===== src/pmba_pkg.sv =====
// Shared types and constants for the phased multichannel boxcar averager.
`default_nettype none

package pmba_pkg;

   localparam int SAMPLE_WIDTH = 12;
   localparam int PHASE_WIDTH = 2;

   localparam int DEF_RING_DEPTH = 32;
   localparam int DEF_KNOB_WINDOW_LOG2 = 5;
   localparam int DEF_CV_WINDOW_LOG2 = 3;

   typedef enum logic [PHASE_WIDTH-1:0] {
      PHASE_ZERO   = 2'd0,
      PHASE_PAIR_A = 2'd1,
      PHASE_PAIR_B = 2'd2,
      PHASE_WRAP   = 2'd3
   } phase_type;

   typedef struct packed {
      phase_type                phase;
      logic [SAMPLE_WIDTH-1:0]  knob1_sample;
      logic [SAMPLE_WIDTH-1:0]  knob2_sample;
      logic [SAMPLE_WIDTH-1:0]  knob3_sample;
      logic [SAMPLE_WIDTH-1:0]  cv_sample;
   } req_item_type;

   typedef struct packed {
      phase_type                next_phase;
      logic [SAMPLE_WIDTH-1:0]  knob1_average;
      logic [SAMPLE_WIDTH-1:0]  knob2_average;
      logic [SAMPLE_WIDTH-1:0]  knob3_average;
      logic [SAMPLE_WIDTH-1:0]  cv_average;
   } rsp_item_type;

endpackage

`default_nettype wire


===== src/pmba_cell.sv =====
// One slot of a sample shift chain: loads from its neighbor on each update.
`default_nettype none

module pmba_cell #(
   parameter int WIDTH = 24
) (
   input  wire logic             clock,
   input  wire logic             reset,
   input  wire logic             shift_en,
   input  wire logic [WIDTH-1:0] d,
   output logic      [WIDTH-1:0] q
);

   logic [WIDTH-1:0] q_ff;
   logic [WIDTH-1:0] q_in;

   assign q_in = shift_en ? d : q_ff;
   assign q = q_ff;

   always_ff @(posedge clock) begin
      if (reset) begin
         q_ff <= '0;
      end else begin
         q_ff <= q_in;
      end
   end

endmodule

`default_nettype wire


===== src/pmba_accum.sv =====
// Running sum of one channel: add the new sample, drop the one leaving the window.
`default_nettype none

module pmba_accum #(
   parameter int WINDOW_LOG2 = 5
) (
   input  wire logic                              clock,
   input  wire logic                              reset,
   input  wire logic                              update,
   input  wire logic [pmba_pkg::SAMPLE_WIDTH-1:0] sample,
   input  wire logic [pmba_pkg::SAMPLE_WIDTH-1:0] old_sample,
   output logic      [pmba_pkg::SAMPLE_WIDTH-1:0] average
);

   import pmba_pkg::*;

   localparam int SUM_WIDTH = SAMPLE_WIDTH + WINDOW_LOG2;

   logic [SUM_WIDTH-1:0] sum_ff;
   logic [SUM_WIDTH-1:0] sum_in;

   always_comb begin
      sum_in = sum_ff;
      if (update) begin
         sum_in = sum_ff + SUM_WIDTH'(sample) - SUM_WIDTH'(old_sample);
      end
   end

   // Average of the sum as it stands after this item.
   assign average = sum_in[WINDOW_LOG2 +: SAMPLE_WIDTH];

   always_ff @(posedge clock) begin
      if (reset) begin
         sum_ff <= '0;
      end else begin
         sum_ff <= sum_in;
      end
   end

endmodule

`default_nettype wire


===== src/phased_multichannel_boxcar_average_unit.sv =====
// Top level of the phased multichannel boxcar averager.
//
//   Channel   Ports                          Direction  Moves
//   request   req_valid req_stall req_item   in         phase and four samples
//   response  rsp_valid rsp_stall rsp_item   out        next phase and four averages
//
// One item is accepted every cycle while req_stall is low; its result is registered, in the skid entry on a stall.
// A pair A or B item costs one add and subtract per sum of its pair and one step of its chain; others update none.
// Reset clears every chain cell and every sum in the same cycle, no clearing pass.
// A two-entry output buffer absorbs a stall; req_stall is high only while both are full.
`default_nettype none

module phased_multichannel_boxcar_average_unit #(
   parameter int RING_DEPTH       = pmba_pkg::DEF_RING_DEPTH,
   parameter int KNOB_WINDOW_LOG2 = pmba_pkg::DEF_KNOB_WINDOW_LOG2,
   parameter int CV_WINDOW_LOG2   = pmba_pkg::DEF_CV_WINDOW_LOG2
) (
   input  wire logic                   clock,
   input  wire logic                   reset,
   input  wire logic                   req_valid,
   output logic                        req_stall,
   input  wire pmba_pkg::req_item_type req_item,
   output logic                        rsp_valid,
   input  wire logic                   rsp_stall,
   output pmba_pkg::rsp_item_type      rsp_item
);

   import pmba_pkg::*;

   localparam int PAIR_WIDTH = 2 * SAMPLE_WIDTH;
   // Places back in the chain of the sample leaving each window.
   localparam int KNOB_LAG = ((2 ** KNOB_WINDOW_LOG2 - 1) % RING_DEPTH) + 1;
   localparam int CV_LAG   = ((2 ** CV_WINDOW_LOG2 - 1) % RING_DEPTH) + 1;

   logic in_acc;
   logic out_take;
   logic upd_a;
   logic upd_b;

   logic [PAIR_WIDTH-1:0] tap_a [RING_DEPTH];
   logic [PAIR_WIDTH-1:0] tap_b [RING_DEPTH];
   logic [PAIR_WIDTH-1:0] head_a;
   logic [PAIR_WIDTH-1:0] head_b;

   logic [SAMPLE_WIDTH-1:0] old_k1;
   logic [SAMPLE_WIDTH-1:0] old_k2;
   logic [SAMPLE_WIDTH-1:0] old_k3;
   logic [SAMPLE_WIDTH-1:0] old_cv;

   rsp_item_type new_item;
   phase_type    next_phase;

   logic         rsp_valid_ff;
   logic         rsp_valid_in;
   rsp_item_type rsp_item_ff;
   rsp_item_type rsp_item_in;
   logic         skid_valid_ff;
   logic         skid_valid_in;
   rsp_item_type skid_item_ff;
   rsp_item_type skid_item_in;

   assign req_stall = skid_valid_ff;
   assign in_acc    = req_valid && !skid_valid_ff;
   assign out_take  = rsp_valid_ff && !rsp_stall;
   assign upd_a     = in_acc && (req_item.phase == PHASE_PAIR_A);
   assign upd_b     = in_acc && (req_item.phase == PHASE_PAIR_B);

   assign head_a = {req_item.knob1_sample, req_item.knob2_sample};
   assign head_b = {req_item.knob3_sample, req_item.cv_sample};

   // Sample chains: pair A holds knob1/knob2, pair B holds knob3/cv.
   for (genvar i = 0; i < RING_DEPTH; i++) begin : g_chain
      if (i == 0) begin : g_head
         pmba_cell #(.WIDTH(PAIR_WIDTH)) u_cell_a (
            .clock(clock), .reset(reset), .shift_en(upd_a), .d(head_a), .q(tap_a[i])
         );
         pmba_cell #(.WIDTH(PAIR_WIDTH)) u_cell_b (
            .clock(clock), .reset(reset), .shift_en(upd_b), .d(head_b), .q(tap_b[i])
         );
      end else begin : g_body
         pmba_cell #(.WIDTH(PAIR_WIDTH)) u_cell_a (
            .clock(clock), .reset(reset), .shift_en(upd_a), .d(tap_a[i-1]), .q(tap_a[i])
         );
         pmba_cell #(.WIDTH(PAIR_WIDTH)) u_cell_b (
            .clock(clock), .reset(reset), .shift_en(upd_b), .d(tap_b[i-1]), .q(tap_b[i])
         );
      end
   end

   assign old_k1 = tap_a[KNOB_LAG-1][SAMPLE_WIDTH +: SAMPLE_WIDTH];
   assign old_k2 = tap_a[KNOB_LAG-1][0 +: SAMPLE_WIDTH];
   assign old_k3 = tap_b[KNOB_LAG-1][SAMPLE_WIDTH +: SAMPLE_WIDTH];
   assign old_cv = tap_b[CV_LAG-1][0 +: SAMPLE_WIDTH];

   pmba_accum #(.WINDOW_LOG2(KNOB_WINDOW_LOG2)) u_acc_k1 (
      .clock(clock), .reset(reset), .update(upd_a),
      .sample(req_item.knob1_sample), .old_sample(old_k1),
      .average(new_item.knob1_average)
   );
   pmba_accum #(.WINDOW_LOG2(KNOB_WINDOW_LOG2)) u_acc_k2 (
      .clock(clock), .reset(reset), .update(upd_a),
      .sample(req_item.knob2_sample), .old_sample(old_k2),
      .average(new_item.knob2_average)
   );
   pmba_accum #(.WINDOW_LOG2(KNOB_WINDOW_LOG2)) u_acc_k3 (
      .clock(clock), .reset(reset), .update(upd_b),
      .sample(req_item.knob3_sample), .old_sample(old_k3),
      .average(new_item.knob3_average)
   );
   pmba_accum #(.WINDOW_LOG2(CV_WINDOW_LOG2)) u_acc_cv (
      .clock(clock), .reset(reset), .update(upd_b),
      .sample(req_item.cv_sample), .old_sample(old_cv),
      .average(new_item.cv_average)
   );

   always_comb begin
      case (req_item.phase)
         PHASE_ZERO:   next_phase = PHASE_PAIR_A;
         PHASE_PAIR_A: next_phase = PHASE_PAIR_B;
         PHASE_PAIR_B: next_phase = PHASE_WRAP;
         PHASE_WRAP:   next_phase = PHASE_PAIR_A;
         default:      next_phase = PHASE_PAIR_A;
      endcase
   end

   assign new_item.next_phase = next_phase;

   // Output register with a skid entry behind it.
   always_comb begin
      rsp_valid_in  = rsp_valid_ff;
      rsp_item_in   = rsp_item_ff;
      skid_valid_in = skid_valid_ff;
      skid_item_in  = skid_item_ff;
      if (out_take || !rsp_valid_ff) begin
         if (skid_valid_ff) begin
            rsp_valid_in  = 1'b1;
            rsp_item_in   = skid_item_ff;
            skid_valid_in = 1'b0;
         end else begin
            rsp_valid_in = in_acc;
            if (in_acc) begin
               rsp_item_in = new_item;
            end
         end
      end else if (in_acc) begin
         // Hold the waiting result; park the new item.
         skid_valid_in = 1'b1;
         skid_item_in  = new_item;
      end
   end

   always_ff @(posedge clock) begin
      if (reset) begin
         rsp_valid_ff  <= 1'b0;
         skid_valid_ff <= 1'b0;
      end else begin
         rsp_valid_ff  <= rsp_valid_in;
         skid_valid_ff <= skid_valid_in;
      end
   end

   always_ff @(posedge clock) begin
      rsp_item_ff  <= rsp_item_in;
      skid_item_ff <= skid_item_in;
   end

   assign rsp_valid = rsp_valid_ff;
   assign rsp_item  = rsp_item_ff;

   a_skid_behind_out: assert property (@(posedge clock) disable iff (reset)
      skid_valid_ff |-> rsp_valid_ff)
      else $error("skid entry held while output register empty");

   a_accept_shows: assert property (@(posedge clock) disable iff (reset)
      in_acc |=> rsp_valid_ff)
      else $error("accepted item produced no result");

   a_skid_only_on_stall: assert property (@(posedge clock) disable iff (reset)
      $rose(skid_valid_ff) |-> $past(rsp_valid_ff && rsp_stall))
      else $error("skid entry filled without an output stall");

   a_next_phase_nonzero: assert property (@(posedge clock) disable iff (reset)
      rsp_valid_ff |-> (rsp_item_ff.next_phase != PHASE_ZERO))
      else $error("result carries next phase zero");

endmodule

`default_nettype wire


===== config.mk =====
export PLATFORM = sky130hd
export DESIGN_NAME = phased_multichannel_boxcar_average_unit
export DESIGN_NICKNAME = d
export VERILOG_FILES = /design/src/pmba_pkg.sv /design/src/pmba_cell.sv /design/src/pmba_accum.sv /design/src/phased_multichannel_boxcar_average_unit.sv
export SDC_FILE = /design/constraint.sdc
export NUM_CORES = 2
export LEC_CHECK = 0
export BUFFER_PORTS_ARGS = -buffer_cell sky130_fd_sc_hd__buf_2
export CORE_MARGIN = 2
export CORE_UTILIZATION = 45
export CTS_BUF_LIST = sky130_fd_sc_hd__clkbuf_4 sky130_fd_sc_hd__clkbuf_8 sky130_fd_sc_hd__clkbuf_16
export DETAILED_ROUTE_END_ITERATION = 16
export HOLD_SLACK_MARGIN = 0.12
export PLACE_DENSITY_LB_ADDON = 0.15
export SETUP_SLACK_MARGIN = 0.5
export SLEW_MARGIN = 30
export SYNTH_ARGS = -nofsm -noshare
export SYNTH_HDL_FRONTEND = slang
export SYNTH_SLANG_ARGS = --single-unit

===== constraint.sdc =====
create_clock -name clock -period 6.8 [get_ports clock]
set_input_delay 1.36 -clock clock [delete_from_list [all_inputs] [get_ports clock]]
set_output_delay 1.36 -clock clock [all_outputs]
set_load 0.02 [all_outputs]

* Word level (Yosys, flattened, before mapping)
Cells that the tools add are included.
** Storage, ports and cells
- Flip-flop bits (word level) :: 1704
- Output and inout bits :: 52
- Logic and storage cells :: 118
** Cells by class
- $add $sub $neg :: 8
- Equality and inequality tests :: 3
- Multiplexer cells :: 8
- Bitwise gates (word level) :: 1
- Reductions and logical operators :: 14
** Operators by type and width (count)
- 2-to-1 mux 50 bit :: 2
- adder 17 x 12 -> 17 bit :: 3
- 2-to-1 mux 17 bit :: 3
- subtractor 17 x 12 -> 17 bit :: 3
- adder 15 x 12 -> 15 bit :: 1
- 2-to-1 mux 15 bit :: 1
- subtractor 15 x 12 -> 15 bit :: 1
- case mux 2 bit (3 select lines) :: 1
- equality test 2 bit, second input constant :: 2
- logical AND 1 bit :: 4
- AND reduction 2 bit :: 2
- OR reduction 2 bit :: 2
- logical NOT 1 bit :: 3
- equality test 2 x 1 -> 1 bit, second input constant :: 1
- logical NOT 2 bit :: 1
- nonzero test 2 bit :: 1
- logical OR 1 bit :: 1
- 2-to-1 mux 1 bit :: 1
- inverter 1 bit :: 1

* Logic depth before layout (Yosys ltp)
- Word-level depth :: 6
- Mapped depth :: 13

* Cells and area by module
Synthesis repeated with hierarchy kept, for this count alone.
** Second synthesis, totals
- Cell total of the unflattened synthesis :: 6072
- Area total of the unflattened synthesis :: 67195.7 um2
** Modules (own cells, without submodules)
- pmba_cell :: times used 64, cells each 77, area each 869.6 um2, sequential area each 480.5 um2
- phased_multichannel_boxcar_average_unit :: times used 1, cells each 173, area each 3961.3 um2, sequential area each 3042.9 um2
- pmba_accum (u_acc_k1) :: times used 1, cells each 251, area each 1963.1 um2, sequential area each 340.3 um2
- pmba_accum (u_acc_k2) :: times used 1, cells each 239, area each 1899.3 um2, sequential area each 340.3 um2
- pmba_accum (u_acc_k3) :: times used 1, cells each 243, area each 1895.6 um2, sequential area each 340.3 um2
- pmba_accum (u_acc_cv) :: times used 1, cells each 238, area each 1823.0 um2, sequential area each 300.3 um2

* Worst setup path before layout
OpenSTA, ideal clock, no wires.
- Path kind :: input-to-reg
- Start point :: input port rsp_stall
- End point :: register skid_item_ff[0] (netlist name) (enable)
- Library setup time :: 0.530 ns
- Arrival :: 5.150 ns
- Data required time :: 6.270 ns
- Path slack :: 1.120 ns
- Stages :: 2
- Cell sequence :: nand2_1 -> nor3b_1
** Between the ends
- Longest elaborated chain between the ends :: 5
** Ends and longest elaborated chain
- start, declared :: RTL line phased_multichannel_boxcar_average_unit.sv:24 : input wire logic rsp_stall,
- logical NOT 1 bit :: RTL line phased_multichannel_boxcar_average_unit.sv:64 : assign out_take = rsp_valid_ff && !rsp_stall;
- logical AND 1 bit :: RTL line phased_multichannel_boxcar_average_unit.sv:64
- logical OR 1 bit :: RTL line phased_multichannel_boxcar_average_unit.sv:134 : if (out_take || !rsp_valid_ff) begin
- inverter 1 bit (no source line)
- AND reduction 2 bit (no source line)
- end signal, assigned :: RTL line phased_multichannel_boxcar_average_unit.sv:164 : skid_item_ff <= skid_item_in;
- end, declared :: RTL line phased_multichannel_boxcar_average_unit.sv:59 : rsp_item_type skid_item_ff;
Every way passes these cells.
A chain may end at the register's enable or synchronous reset.

* Worst setup path after layout
- Start point :: register skid_valid_ff, in the netlist req_stall
- End point :: register g_chain[9].g_body.u_cell_a.q_ff[9]
** Between the ends
- Longest elaborated chain between the ends :: 3
** Ends and longest elaborated chain
- start, declared :: RTL line phased_multichannel_boxcar_average_unit.sv:57 : logic skid_valid_ff;
- start signal, assigned :: RTL line phased_multichannel_boxcar_average_unit.sv:158 : skid_valid_ff <= skid_valid_in;
- logical NOT 1 bit :: RTL line phased_multichannel_boxcar_average_unit.sv:63 : assign in_acc = req_valid && !skid_valid_ff;
- logical AND 1 bit :: RTL line phased_multichannel_boxcar_average_unit.sv:63
- logical AND 1 bit :: RTL line phased_multichannel_boxcar_average_unit.sv:65 : assign upd_a = in_acc && (req_item.phase == PHASE_PAIR_A);
- end signal, assigned :: RTL line pmba_cell.sv:24 : q_ff <= q_in;
- end, declared :: RTL line pmba_cell.sv:14 : logic [WIDTH-1:0] q_ff;
Every way passes these cells.

==> reports/metrics.yaml <==
drt_iter0_drc: 2639
cp_common_cell: "buf_4"
end_kind: "register"
postSynthCellCount: 6560
drc: 0
synth.area.top_cells: "dfxtp_1, nand2_1, a21oi_1, edfxtp_1, clkbuf_1"
fin_nets: 6583
port-buffer-count: 105
p_total_uw: 17800
cts_buffer_depth: 3
crit_chain: "inv_2 -> buf_4 -> and3_4 -> buf_4 -> buf_4 -> nand2_1 -> a21oi_1"
min_period_ns: 4.03
status: "complete, no violations"
syn_area_per_cell_um2: 8.08
root_buffer: "clkbuf_16"
hp-class: "reg2reg"
synthArstFlopShare: 0
r2r_start: "req_stall$_SDFFE_PP0P_"
netlist_area_um2: 53000
synth_common_cells: "nand2_1, a21oi_1, dfxtp_1, clkbuf_1, inv_1"
utilization: 0.509
seq_area_um2: 29300
vdd_drop_max_v: 0.000253
synthDominantCellAreaShare: 0.497
yosys_warnings: 0
slew_headroom: 0.350
synth-seq-area-share: 0.554
hold_end: "g_chain[11].g_body.u_cell_a.q[0]$_SDFFE_PP0P_"
drive_above_1_share: 0.0712
vias: 40300
p_leak_uw: 0.0205
cts.sinks: 1416
cts_setup_buffers: 0
clock_latency_ns: 0.74
grt_max_degree: 242
cts_tree: "built"
rr_worst_depth: 7
critPathMaxFanout: 77
swShare: 0.236
period_share: 0.593
startpoint_type: "register"
critical-path-slowest-cell: "buf_4"
rsz0062_at_grt: "no"
numCtsBuffers: 147
multiInputGateArea_um2: 21000
fillCellCount: 11300
fmax_ghz: 0.248
grt_pass1_vias: 36800
pwr-share-clk: 0.454
cts_max_level: 4
power-per-cell-area_nw_per_um2: 301
dr.pass1.iters: 7
cpLargestDelayFamily: "buffers and inverters"
fp-row-count: 125
finalMaxSlewViolations: 0
cp_num_buf_inv: 4
dieArea_um2: 121000
syn_nets: 6730
die_y_um: 347
clk_pin_slew_ns: 0.06
core_um2: 117000
critPathMaxStageDelay_ns: 0.69
die_w_um: 347
required_ns: 7.47
syn_to_final_growth_pct: 11.9
path_class: "reg2reg"
internal_power_uw: 13600
wl_per_cell_um: 13.6
reg2reg_slack_ns: 2.77
comb_power_share: 0.067
yosys.area.top_type: "dfxtp_1"
synth_edf_count: 100
dp_hpwl_mm: 64.1
cts-resized-gates: 0
fin_worst_skew_ns: 0.0181
grt_pass1_wl_mm: 182
ys_seq_elements: 1416
synth_ff_type: "dfxtp_1"
grt_use_total: 0.178
place.gp.congestion: 0.846
drt-total-wl_mm: 110
finalSetupTns_ns: 0
boundaryPins: 106
grt-ovfl-total: 0
ctsHoldBuffers: 0
tightestPinTransition_ns: 0.976
timing.rr.end: "g_chain[9].g_body.u_cell_a.q[9]$_SDFFE_PP0P_"
hold_viol_final: 0
vias_per_cell: 5.00
critPathArrivalTime_ns: 4.70
yosysMostFrequentCell: "nand2_1"
min_from: "g_chain[10].g_body.u_cell_a.q[0]$_SDFFE_PP0P_"
setup_viol: 0
holdPathStages: 2
synthDistinctLibCells: 63
drtAntennaViolNets: 0
max_cap_violations: 0
net-switching-power_uw: 4210
seq_power_share: 0.479
antenna_found_initial: 12
start_util: 0.455
## state kept, by name, summed over array words and instances, names as in the netlist
register,count
g_chain.g_head.u_cell_b.q,24
u_acc_k3.sum_ff,17
rsp_item,50
u_acc_k2.sum_ff,17
g_chain.g_body.u_cell_b.q,456
req_stall,1
g_chain.g_body.u_cell_a.q,744
u_acc_cv.sum_ff,15
g_chain.g_head.u_cell_a.q,24
u_acc_k1.sum_ff,17
rsp_valid,1
skid_item_ff,50
## power by group through the flow
stage | clock network [uW] | logic [uW] | registers (uW)
2_1_floorplan | 0 | 856 | 8740
6_report | 8100 | 1200 | 8540
4_1_cts | 8330 | 1210 | 8540
5_1_grt | 8680 | 1350 | 8540
3_5_place_dp | 0 | 1200 | 8720
3_3_place_gp | 0 | 1190 | 8720
## metrics by stage
stage | setup WS [ns] | cell area (um2) | hold slack, ns | std cells
2_1_floorplan | 1.12 | 53000 | 0.432 | 6560
3_3_place_gp | 2.19 | 54200 | 0.435 | 7785
3_5_place_dp | 2.20 | 54300 | 0.441 | 7787
4_1_cts | 2.66 | 59300 | 0.434 | 8055
5_1_grt | 2.39 | 59300 | 0.456 | 8056
6_report | 2.77 | 59300 | 0.435 | 8058
## routing by layer
layer	vias up	wire, um	track usage
met5	-	28	0
met4	4	2540	0.0572
met3	195	3760	0.0281
met2	477	51000	0.292
met1	18800	52200	0.241
li1	20800	-	-
## layout by cell type, fill, tap and decap left out, drive strengths merged, types with 3 or more instances in the layout
| cell | synthesis | final |
|---|---|---|
| nand2 | 2605 | 2605 |
| a21oi | 1341 | 1341 |
| dfxtp | 1316 | 1316 |
| inv | 236 | 247 |
| clkbuf | 349 | 216 |
| buf | 103 | 156 |
| edfxtp | 100 | 100 |
| ha | 68 | 68 |
| o21ai | 63 | 63 |
| nor2 | 62 | 62 |
| fa | 48 | 48 |
| clkinv | 0 | 35 |
| a21o | 33 | 33 |
| xnor2 | 28 | 28 |
| mux2 | 27 | 27 |
| nor2b | 26 | 26 |
| xor2 | 18 | 18 |
| a211oi | 13 | 13 |
| nand3 | 13 | 13 |
| o211ai | 8 | 8 |
| nand4 | 7 | 7 |
| nand2b | 7 | 7 |
| and3 | 7 | 7 |
| o21a | 6 | 6 |
| nor3 | 6 | 6 |
| a31oi | 6 | 6 |
| mux2i | 6 | 6 |
| o311ai | 6 | 6 |
| and2 | 5 | 5 |
| nor4 | 5 | 5 |
| bufinv | 0 | 5 |
| o22ai | 4 | 4 |
| o21bai | 4 | 4 |
| a31o | 4 | 4 |
| or3 | 3 | 3 |
## worst min-delay path, cell delays in order (launching register included)
cell     delay, ns
dfxtp_1       0.31
nand2_1       0.05
a21oi_1       0.05
## worst max path at each step
stage,from,end,slack (ns),cells after the start
after global routing,req_stall$_SDFFE_PP0P_,g_chain[2].g_body.u_cell_a.q[20]$_SDFFE_PP0P_,2.39,7
after floorplan,rsp_stall,skid_item_ff[0]$_DFFE_PP_,1.12,2
final,req_stall$_SDFFE_PP0P_,g_chain[9].g_body.u_cell_a.q[9]$_SDFFE_PP0P_,2.77,7
after detailed placement,req_item[1],rsp_item[10]$_DFFE_PP_,2.20,12
after global placement,req_item[1],rsp_item[10]$_DFFE_PP_,2.19,12
after CTS,req_stall$_SDFFE_PP0P_,g_chain[9].g_body.u_cell_a.q[9]$_SDFFE_PP0P_,2.66,7
## kinds of logic (layout without fill, tap and decap cells)
logic type / Yosys count / in the layout / synth area share
compound gates: 1508 / 1508 / 0.148
xor+xnor: 46 / 46 / 0.00760
fa+ha+maj: 116 / 116 / 0.0342
buf+inv: 688 / 660 / 0.0507
flops: 1416 / 1416 / 0.554
mux: 33 / 33 / 0.00694
other cells: 0 / 2 / 0
simple gates: 2753 / 2753 / 0.199
## layout make-up
class                      instances  area share
sequential                      1416       0.495
multi-input combinational       4456       0.354
clock buffer                     216      0.0748
tap                             1524      0.0322
timing repair buffer             156      0.0195
inverter                         236      0.0149
clock inverter                    52     0.00924
antenna                            2   0.0000844
Note: power is estimated with default switching activity, not from simulation.
